### src/sv/pdf_pkg.sv
`default_nettype none

package pdf_pkg;

    localparam int unsigned BYTE_W     = 8;
    localparam int unsigned HEADER_LEN = 4;
    localparam int unsigned HDR_IDX_W  = $clog2(HEADER_LEN);
    localparam int unsigned CFG_IDX_W  = 8;

    localparam logic [BYTE_W-1:0] LENGTH_POS = 8'd5;

    typedef logic [BYTE_W-1:0] t_byte;

    localparam logic [CFG_IDX_W-1:0] REG_START_STANDARD  = 8'd0;
    localparam logic [CFG_IDX_W-1:0] REG_START_FLOOD     = 8'd1;
    localparam logic [CFG_IDX_W-1:0] REG_START_ACK       = 8'd2;
    localparam logic [CFG_IDX_W-1:0] REG_START_ACK_FLOOD = 8'd3;

    localparam t_byte RST_START_STANDARD  = 8'd1;
    localparam t_byte RST_START_FLOOD     = 8'd2;
    localparam t_byte RST_START_ACK       = 8'd3;
    localparam t_byte RST_START_ACK_FLOOD = 8'd4;

    typedef struct packed {
        t_byte byte_value;
        logic  is_packet_byte;
        t_byte byte_position;
        logic  packet_done;
        t_byte packet_type;
        t_byte dest_addr;
        t_byte hop_count;
        t_byte source_addr;
        t_byte packet_length;
        t_byte peer_buffer_depth;
    } t_result;

endpackage

`default_nettype wire

### src/sv/packet_deframer_unit.sv
`default_nettype none

// Byte-serial packet deframer. One received byte per beat in, one result beat out per
// byte, registered through a single result register; a new byte can be
// taken every cycle, limited only by the downstream stall. Outside a packet a byte that
// matches any of the four start-code registers opens a packet; any other byte is
// recorded as the peer's buffer depth. The fifth packet byte is the length, and the
// packet closes on the byte where the count reaches both five and that length; that
// beat carries packet_done and the four header bytes (which read zero otherwise).
// Start-code registers are to be written over the config port only while the block is
// idle (not enforced by the block); writes to unknown indexes are dropped; the config port is always ready.
module packet_deframer_unit (
    input  wire                          i_clk,
    input  wire                          i_rst_n,

    input  wire                          i_valid,
    output logic                         o_stall,
    input  wire  [pdf_pkg::BYTE_W-1:0]   i_rx_byte,

    output logic                         o_valid,
    input  wire                          i_stall,
    output logic [pdf_pkg::BYTE_W-1:0]   o_byte_value,
    output logic                         o_is_packet_byte,
    output logic [pdf_pkg::BYTE_W-1:0]   o_byte_position,
    output logic                         o_packet_done,
    output logic [pdf_pkg::BYTE_W-1:0]   o_packet_type,
    output logic [pdf_pkg::BYTE_W-1:0]   o_dest_addr,
    output logic [pdf_pkg::BYTE_W-1:0]   o_hop_count,
    output logic [pdf_pkg::BYTE_W-1:0]   o_source_addr,
    output logic [pdf_pkg::BYTE_W-1:0]   o_packet_length,
    output logic [pdf_pkg::BYTE_W-1:0]   o_peer_buffer_depth,

    input  wire                          i_cfg_valid,
    output logic                         o_cfg_ready,
    input  wire  [pdf_pkg::CFG_IDX_W-1:0] i_cfg_index,
    input  wire  [pdf_pkg::BYTE_W-1:0]   i_cfg_data
);

    pdf_pkg::t_byte r_code_std, r_code_flood, r_code_ack, r_code_ack_flood;

    logic           r_inside,  n_inside;
    pdf_pkg::t_byte r_count,   n_count;
    pdf_pkg::t_byte r_length,  n_length;
    pdf_pkg::t_byte r_depth,   n_depth;
    pdf_pkg::t_byte r_hdr [pdf_pkg::HEADER_LEN];

    logic             r_out_valid;
    pdf_pkg::t_result r_out, n_out;

    logic             accept;
    logic             is_start;
    logic             hdr_wr;
    logic [pdf_pkg::HDR_IDX_W-1:0] hdr_idx;
    logic [pdf_pkg::BYTE_W:0]      cnt_inc;
    logic             done;

    assign o_cfg_ready = 1'b1;
    assign o_stall     = r_out_valid && i_stall;
    assign accept      = i_valid && !o_stall;

    always_ff @(posedge i_clk) begin
        if (!i_rst_n) begin
            r_code_std       <= pdf_pkg::RST_START_STANDARD;
            r_code_flood     <= pdf_pkg::RST_START_FLOOD;
            r_code_ack       <= pdf_pkg::RST_START_ACK;
            r_code_ack_flood <= pdf_pkg::RST_START_ACK_FLOOD;
        end else if (i_cfg_valid) begin
            unique case (i_cfg_index)
                pdf_pkg::REG_START_STANDARD:  r_code_std       <= i_cfg_data;
                pdf_pkg::REG_START_FLOOD:     r_code_flood     <= i_cfg_data;
                pdf_pkg::REG_START_ACK:       r_code_ack       <= i_cfg_data;
                pdf_pkg::REG_START_ACK_FLOOD: r_code_ack_flood <= i_cfg_data;
                default: ;
            endcase
        end
    end

    always_comb begin
        is_start = (i_rx_byte == r_code_std)   || (i_rx_byte == r_code_flood) ||
                   (i_rx_byte == r_code_ack)   || (i_rx_byte == r_code_ack_flood);
        cnt_inc  = {1'b0, r_count} + 9'd1;
        n_inside = r_inside;
        n_count  = r_count;
        n_length = r_length;
        n_depth  = r_depth;
        hdr_wr   = 1'b0;
        hdr_idx  = '0;
        done     = 1'b0;

        if (!r_inside) begin
            if (is_start) begin
                n_inside = 1'b1;
                n_count  = 8'd1;
                hdr_wr   = 1'b1;
            end else begin
                n_depth = i_rx_byte;
            end
        end else begin
            if (r_count < pdf_pkg::BYTE_W'(pdf_pkg::HEADER_LEN)) begin
                hdr_wr  = 1'b1;
                hdr_idx = r_count[pdf_pkg::HDR_IDX_W-1:0];
            end
            if (cnt_inc == {1'b0, pdf_pkg::LENGTH_POS})
                n_length = i_rx_byte;
            if (cnt_inc >= {1'b0, pdf_pkg::LENGTH_POS} && cnt_inc >= {1'b0, n_length}) begin
                done     = 1'b1;
                n_inside = 1'b0;
                n_count  = '0;
            end else begin
                n_count = (cnt_inc[pdf_pkg::BYTE_W]) ? '1 : cnt_inc[pdf_pkg::BYTE_W-1:0];
            end
        end

        n_out.byte_value        = i_rx_byte;
        n_out.is_packet_byte    = r_inside || is_start;
        n_out.byte_position     = r_inside ? r_count : '0;
        n_out.packet_done       = done;
        // byte 3 can only be written on a closing beat if the packet closed before its fifth byte,
        // which cannot happen; header registers are read as they stand
        n_out.packet_type       = done ? r_hdr[0] : '0;
        n_out.dest_addr         = done ? r_hdr[1] : '0;
        n_out.hop_count         = done ? r_hdr[2] : '0;
        n_out.source_addr       = done ? r_hdr[3] : '0;
        n_out.packet_length     = n_length;
        n_out.peer_buffer_depth = n_depth;
    end

    always_ff @(posedge i_clk) begin
        if (!i_rst_n) begin
            r_inside    <= 1'b0;
            r_count     <= '0;
            r_length    <= '0;
            r_depth     <= '0;
            r_out_valid <= 1'b0;
            for (int k = 0; k < pdf_pkg::HEADER_LEN; k++) begin
                r_hdr[k] <= '0;
            end
        end else begin
            if (accept) begin
                r_inside <= n_inside;
                r_count  <= n_count;
                r_length <= n_length;
                r_depth  <= n_depth;
                if (hdr_wr)
                    r_hdr[hdr_idx] <= i_rx_byte;
                r_out_valid <= 1'b1;
            end else if (!i_stall) begin
                r_out_valid <= 1'b0;
            end
        end
    end

    always_ff @(posedge i_clk) begin
        if (accept)
            r_out <= n_out;
    end

    assign o_valid             = r_out_valid;
    assign o_byte_value        = r_out.byte_value;
    assign o_is_packet_byte    = r_out.is_packet_byte;
    assign o_byte_position     = r_out.byte_position;
    assign o_packet_done       = r_out.packet_done;
    assign o_packet_type       = r_out.packet_type;
    assign o_dest_addr         = r_out.dest_addr;
    assign o_hop_count         = r_out.hop_count;
    assign o_source_addr       = r_out.source_addr;
    assign o_packet_length     = r_out.packet_length;
    assign o_peer_buffer_depth = r_out.peer_buffer_depth;

`ifndef SYNTH
    a_idle_count_zero: assert property (@(posedge i_clk) disable iff (!i_rst_n)
        !r_inside |-> r_count == '0)
        else $error("byte count not cleared outside a packet");

    a_done_is_packet: assert property (@(posedge i_clk) disable iff (!i_rst_n)
        o_valid && o_packet_done |-> o_is_packet_byte && o_byte_position >= 8'd4)
        else $error("packet closed before the length byte");

    a_depth_beat: assert property (@(posedge i_clk) disable iff (!i_rst_n)
        o_valid && !o_is_packet_byte |-> o_byte_position == '0 && !o_packet_done
                                         && o_peer_buffer_depth == o_byte_value)
        else $error("buffer-depth beat malformed");

    a_close_clears: assert property (@(posedge i_clk) disable iff (!i_rst_n)
        accept && done |=> !r_inside && r_count == '0)
        else $error("packet state not reset after close");
`endif

endmodule

`default_nettype wire

### config.mk
export PLATFORM = sky130hd
export DESIGN_NAME = packet_deframer_unit
export DESIGN_NICKNAME = d
export VERILOG_FILES = /design/src/sv/pdf_pkg.sv /design/src/sv/packet_deframer_unit.sv
export SDC_FILE = /design/constraint.sdc
export NUM_CORES = 1
export LEC_CHECK = 0
export BUFFER_PORTS_ARGS = -buffer_cell sky130_fd_sc_hd__buf_4
export CORE_ASPECT_RATIO = 0.6
export CORE_UTILIZATION = 24
export CTS_BUF_LIST = sky130_fd_sc_hd__clkbuf_8 sky130_fd_sc_hd__clkbuf_16
export DETAILED_ROUTE_END_ITERATION = 7
export PLACE_DENSITY = 0.43
export REMOVE_ABC_BUFFERS = 1
export SYNTH_ARGS = -nofsm -noshare
export SYNTH_HDL_FRONTEND = slang
export SYNTH_SLANG_ARGS = --single-unit
### constraint.sdc
create_clock -name i_clk -period 10.57 [get_ports i_clk]
set_clock_uncertainty 0.05 [all_clocks]
set_input_delay 1.5855 -clock i_clk [delete_from_list [all_inputs] [get_ports i_clk]]
set_output_delay 1.5855 -clock i_clk [all_outputs]
set_load 0.05 [all_outputs]
==> impl_metrics.env, run 1 <==
export IMPL_synthCells=592
export IMPL_postCtsHoldBufs=0
export IMPL_synth_top_area_share_pct=42.4
export IMPL_dieArea_um2=29600
export IMPL_postCtsSetupRepairBufs=0
export IMPL_path_cells="ha_1 -> nand4_1 -> o21a_1 -> a21oi_1 -> a211o_1 -> mux2_2 -> ha_1 -> nand2b_1 -> a2111oi_0 -> nor3b_1 -> a31oi_1 -> nor3_2 -> buf_4 -> and2_1"
export IMPL_hold_violations=0
export IMPL_endpoint_kind="flip-flop"
export IMPL_period_minus_slack_ns=4.73
export IMPL_yosys_area_top_type="edfxtp_1"
export IMPL_h_tree_depth=4
export IMPL_syn_cell_area_um2=6930
export IMPL_slew_headroom_pct=13.9
export IMPL_synth_edf_count=98
export IMPL_grt_pass1_wl_um=27400
export IMPL_cpMaxStageDelayCell="dfxtp_1"
export IMPL_setup_viol_count_final=0
export IMPL_maxCapViolations=0
export IMPL_drcViolationCount=0
export IMPL_start_util_pct=24.8
export IMPL_criticalPathCategory="reg2reg"
export IMPL_leakagePower_uw=0.00342
export IMPL_cts_resized_gates=0
export IMPL_cts_tree="yes"
export IMPL_rsz0062_at_grt="no"
export IMPL_io_buffers=96
export IMPL_chipWidth_um=221
export IMPL_clockBufferDepth=2
export IMPL_place_congestion=0.864
export IMPL_setup_slack_ns=5.84
export IMPL_seqCellArea_um2=4100
export IMPL_required_ns=10.71
export IMPL_via_per_inst=4.40
export IMPL_vias=4637
export IMPL_wl_um=17700
export IMPL_netlist_top_cells_area="edfxtp_1 42%, dfxtp_1 17%, mux2i_1 5.9%"
export IMPL_synth_top_family_by_area="simple AND/OR/NAND/NOR gates"
export IMPL_pre_cts_ws_ns=5.94
export IMPL_fillers=2868
export IMPL_first_global_vias=4635
export IMPL_cpLargestDelayFamily="compound AO/OA/AOI/OAI gates"
export IMPL_synth_xor_area_share_pct=4.93
export IMPL_p_per_area_nw_per_um2=163
export IMPL_floorplan_core_area_um2=28000
export IMPL_drv_slew=0
export IMPL_nets=713
export IMPL_postRouteAntennaNets=0
export IMPL_die_h_um=134
export IMPL_cts_buffers=17
export IMPL_arrival_ns=4.88
export IMPL_diodes=0
export IMPL_first_pass_iters=4
export IMPL_period_share_pct=44.8
export IMPL_yosys_area_share_simple_pct=16.2
export IMPL_critical_path_max_stage_delay_ns=0.58
export IMPL_multi_input_area_um2=2590
export IMPL_path_max_fanout=34
export IMPL_syn_avg_cell_area_um2=11.7
export IMPL_fmax_mhz=211
export IMPL_row_count=47
export IMPL_antenna_found_initial=0
export IMPL_synth_compound_area_share_pct=5.09
export IMPL_area_delta_synth_final_pct=22.8
export IMPL_ys_types=57
export IMPL_route_detailed_wl_per_inst_um=16.8
export IMPL_grt_overflow=0
export IMPL_synth_flop_cell="edfxtp_1"
export IMPL_clk_pin_slew_ns=0.07
export IMPL_grt_max_degree=69
export IMPL_io_pins=98
export IMPL_async_reset_ff_share_pct=0
export IMPL_clk_root_buffer_cell="clkbuf_16"
export IMPL_start_kind="flip-flop"
export IMPL_dp_hpwl_um=12100
export IMPL_ys_seq_area_share_pct=59.2
export IMPL_vdd_drop_max_mv=0.111
export IMPL_tightestPinTransition_ns=1.28
export IMPL_status="completed"
export IMPL_hp_class="reg2reg"
export IMPL_critPathMostFrequentCell="ha_1"
export IMPL_clkSinkCount=156
export IMPL_drtIter0Drc=306
export IMPL_clkLatencyLatePin_ns=0.44
export IMPL_grt_usage_pct=12.5
export IMPL_yosysWarnings=0
export IMPL_synth_adder_area_share_pct=1.97
export IMPL_drive_gt1_share_pct=23.7
export IMPL_synthMuxAreaShare_pct=9.11
export IMPL_cp_num_buf_inv=1
export IMPL_ys_seq_elements=156
export IMPL_fin_tns_setup_ns=0
==> flip-flops by register name (all words and copies together), names as in the netlist <==
| signal | cells |
|---|---|
| r_code_flood | 8 |
| r_code_ack_flood | 8 |
| r_code_ack | 8 |
| o_dest_addr | 8 |
| o_byte_value | 8 |
| o_packet_length | 8 |
| r_inside | 1 |
| o_valid | 1 |
| o_packet_done | 1 |
| o_byte_position | 8 |
| o_source_addr | 8 |
| r_depth | 8 |
| o_hop_count | 8 |
| r_hdr | 32 |
| r_length | 8 |
| o_peer_buffer_depth | 8 |
| o_packet_type | 8 |
| r_code_std | 8 |
| o_is_packet_byte | 1 |
| r_count | 8 |
==> layout make-up <==
cell class              count  area share, %
repair buffers            101           8.91
inverters                   9          0.397
clock inverters            15           1.65
clock buffers              17           5.00
multi-input cells         389           30.5
flip-flops and latches    156           48.2
well taps                 367           5.39
==> cells in the final DEF, fill, tap and decap left out, types with 12 or more instances in the layout <==
| cell type | instances |
|---|---|
| and2_1 | 45 |
| a21oi_1 | 17 |
| xor2_1 | 36 |
| edfxtp_1 | 98 |
| nand2_1 | 80 |
| o21ai_0 | 12 |
| mux2i_1 | 41 |
| buf_4 | 101 |
| clkbuf_16 | 17 |
| nor2_1 | 56 |
| dfxtp_1 | 58 |
==> where the power goes <==
part           internal, uW  leakage (uW)  switching (uW)  total [uW]
Sequential              666       0.00146            6.55         673
Clock                   327      0.000273             265         593
Combinational          31.8       0.00169            90.4         122
==> metal layers <==
layer	part of all wire [%]	wire, um	up-vias	global-route usage (%)
met4	1.1	194	0	3.55
met2	41	7200	143	17.4
met3	7.9	1390	13	4.61
met5	0	0	-	0
li1	-	-	2228	-
met1	50	8890	2253	17.7
==> per-stage QoR <==
step                hold slack, ns  utilization [%]  instances  cell area [um^2]  power (uW)
floorplan                    0.381                -        554              6730         754
global route                 0.429             30.4       1054              8510        1440
finish                       0.411             30.4       1054              8510        1390
global placement             0.389             28.4       1022              7940         809
CTS                          0.409             30.4       1054              8510        1410
detailed placement           0.392             28.4       1022              7940         810
==> Yosys cell counts (2+ instances only) <==
| cell type | number |
|---|---|
| nand3_1 | 10 |
| clkbuf_1 | 15 |
| a211o_1 | 2 |
| ha_1 | 10 |
| nor2_1 | 56 |
| o22ai_1 | 3 |
| o21a_1 | 4 |
| mux2_2 | 9 |
| a21oi_1 | 17 |
| dfxtp_1 | 58 |
| buf_4 | 4 |
| o21ai_0 | 12 |
| and3_1 | 2 |
| nand2b_1 | 2 |
| edfxtp_1 | 98 |
| mux2i_1 | 41 |
| nand2_1 | 80 |
| and2_1 | 45 |
| nor3b_1 | 2 |
| nand4_1 | 2 |
| buf_2 | 15 |
| xor2_1 | 36 |
| nor3_1 | 2 |
| o32ai_1 | 2 |
| xnor2_1 | 3 |
| a31oi_1 | 2 |
| mux2_4 | 8 |
| inv_1 | 9 |
| o31ai_1 | 3 |
| nor4_1 | 10 |
| buf_6 | 4 |
==> final timing paths <==
path / from / endpoint / slack, ns / cells past startpoint
max: r_count[0] / o_source_addr[4] / 5.84 / 14
min: r_depth[3] / r_depth[3] / 0.41 / 2
max reg2reg: r_count[0] / o_source_addr[4] / 5.84 / 14
min reg2reg: r_depth[3] / r_depth[3] / 0.41 / 2
==> cell families after synthesis <==
kind of cell	after synthesis
AO/OA/AOI/OAI	53
adder cells (fa/ha/maj)	11
other	1
buffers and inverters	47
multiplexers	58
AND/OR/NAND/NOR	227
flip-flops	156
XOR/XNOR	39
==> worst register-to-register path: cells and delay by family, from the launching register on <==
| kind | cells | cell delay, ns |
|---|---|---|
| simple gates | 5 | 0.74 |
| fa+ha+maj | 2 | 0.69 |
| compound gates | 5 | 1.80 |
| mux | 1 | 0.39 |
| buf+inv | 1 | 0.23 |
| flops | 1 | 0.58 |
No activity file was read; power rests on OpenSTA's default activity.
==> run 2, diff against run 1 <==
==> constraint.sdc (replaced) <==
create_clock -name i_clk -period 4.6 [get_ports i_clk]
set_clock_uncertainty 0.05 [all_clocks]
set_input_delay 0.69 -clock i_clk [delete_from_list [all_inputs] [get_ports i_clk]]
set_output_delay 0.69 -clock i_clk [all_outputs]
set_load 0.05 [all_outputs]
==> run 2 against run 1 <==
Net effect:
- sequential power is 130% higher
- core utilization is 0.32 points higher
- combinational power is 130% higher
- register-to-register slack got worse by 5.4 ns
- routed wire length down 1.7%
- fmax up 14%
- first-iteration DRC count decreased by 13%
- power is 140% higher
- largest power group unchanged
==> impl_metrics.env, run 2 (synthesized netlist as in run 1, its figures left out) <==
export IMPL_postCtsHoldBufs=0
export IMPL_drv_slew=0
export IMPL_status="completed"
export IMPL_clkLatencyLatePin_ns=0.43
export IMPL_vias=4607
export IMPL_drtIter0Drc=265
export IMPL_regMostFlops="r_hdr"
export IMPL_criticalPathCategory="reg2reg"
export IMPL_setup_viol_count_final=0
export IMPL_setup_slack_ns=0.465
export IMPL_hold_violations=0
export IMPL_h_tree_depth=4
export IMPL_rsz0062_at_grt="no"
export IMPL_gr_max_usage_layer="met1"
export IMPL_cpLargestDelayFamily="compound AO/OA/AOI/OAI gates"
export IMPL_required_ns=4.73
export IMPL_drive_gt1_share_pct=24.2
export IMPL_leakagePower_uw=0.00346
export IMPL_fmax_mhz=242
export IMPL_dp_cells=1026
export IMPL_grt_pass1_wl_um=27200
export IMPL_wl_um=17400
export IMPL_chipWidth_um=221
export IMPL_nets=717
export IMPL_area_delta_synth_final_pct=24.1
export IMPL_period_minus_slack_ns=4.13
export IMPL_cts_buffers=17
export IMPL_row_count=47
export IMPL_drcViolationCount=0
export IMPL_largest_reg_flops=32
export IMPL_path_max_fanout=34
export IMPL_stdcell_area_um2=8600
export IMPL_grt_usage_pct=12.3
export IMPL_place_congestion=0.864
export IMPL_arrival_ns=4.26
export IMPL_path_cells="ha_2 -> nand4_1 -> o21a_1 -> a21oi_1 -> a211o_1 -> mux2_2 -> ha_1 -> nand2b_1 -> a2111oi_0 -> nor3b_1 -> a31oi_2 -> nor3_2 -> buf_4 -> and2_1"
export IMPL_placed_area_um2=7970
export IMPL_use_met3_pct=4.37
export IMPL_critical_path_max_stage_delay_ns=0.46
export IMPL_pre_cts_ws_ns=0.254
export IMPL_via_per_inst=4.35
export IMPL_period_share_pct=89.9
export IMPL_p_per_area_nw_per_um2=385
export IMPL_clkSinkCount=156
export IMPL_io_pins=98
export IMPL_layout_common_cells="105 x buf_4, 98 x edfxtp_1, 80 x nand2_1"
export IMPL_dp_hpwl_um=12000
export IMPL_clk_pin_slew_ns=0.07
export IMPL_grt_util_met1_pct=17.8
export IMPL_start_util_pct=24.8
export IMPL_io_buffers=96
export IMPL_endpoint_kind="flip-flop"
export IMPL_route_detailed_wl_per_inst_um=16.4
export IMPL_first_pass_iters=5
export IMPL_antenna_found_initial=1
export IMPL_floorplan_core_area_um2=28000
export IMPL_clk_root_buffer_cell="clkbuf_16"
export IMPL_maxCapViolations=0
export IMPL_diodes=0
export IMPL_grt_overflow=0
export IMPL_use_met2_pct=17.1
export IMPL_tightestPinTransition_ns=1.18
export IMPL_cp_num_buf_inv=1
export IMPL_cts_tree="yes"
export IMPL_die_h_um=134
export IMPL_start_kind="flip-flop"
export IMPL_clockBufferDepth=2
export IMPL_vdd_drop_max_mv=0.221
export IMPL_first_global_vias=4589
export IMPL_layout_commonest_cell="buf_4"
export IMPL_hp_class="reg2reg"
export IMPL_grt_max_degree=68
export IMPL_dieArea_um2=29600
export IMPL_cpMaxStageDelayCell="dfxtp_2"
export IMPL_instances_no_fill=1058
export IMPL_postRouteAntennaNets=0
export IMPL_slew_headroom_pct=20.6
export IMPL_fin_tns_setup_ns=0
## run 2: report_power, final
part	total, uW	switching [uW]	internal, uW
Clock	1490	579	907
Sequential	1550	15.1	1530
Combinational	278	204	74.1
## run 2: timing repair
action / 4_1_cts / 5_1_grt
resized for setup: 0 / 3
endpoints found under the setup margin: 0 / 40
setup buffers: 0 / 0
## run 2: cell type report
class / count / area [um^2]
fillers: 2841 / 19400
flip-flops and latches: 156 / 4110
multi-input cells: 389 / 2600
repair buffers: 105 / 788
well taps: 367 / 459
clock buffers: 17 / 425
clock inverters: 15 / 195
inverters: 9 / 33.8
## run 2: final timing paths
| check | start | endpoint | slack (ns) | cells past startpoint |
|---|---|---|---|---|
| max | r_count[0] | o_source_addr[4] | 0.47 | 14 |
| min | r_depth[0] | r_depth[0] | 0.40 | 2 |
| max reg2reg | r_count[0] | o_source_addr[4] | 0.47 | 14 |
| min reg2reg | r_depth[0] | r_depth[0] | 0.40 | 2 |
## run 2: stage by stage
step | utilization [%] | hold slack [ns] | power [uW]
floorplan | - | 0.381 | 1730
global placement | 28.5 | 0.391 | 1860
detailed placement | 28.5 | 0.395 | 1860
CTS | 30.7 | 0.401 | 3360
global route | 30.7 | 0.411 | 3440
finish | 30.7 | 0.405 | 3310
## run 2: worst register-to-register path, stage by stage, from the launching register on
cell	delay (ns)
dfxtp_2	0.46
ha_2	0.34
nand4_1	0.19
o21a_1	0.25
a21oi_1	0.28
a211o_1	0.18
mux2_2	0.34
ha_1	0.26
nand2b_1	0.14
a2111oi_0	0.42
nor3b_1	0.12
a31oi_2	0.34
nor3_2	0.06
buf_4	0.23
and2_1	0.21
## run 2: layer usage
metal | part of all wire [%] | wire length [um]
met1 | 51 | 8810
met2 | 42 | 7300
met3 | 6.6 | 1150
met4 | 0.63 | 110
met5 | 0 | 0
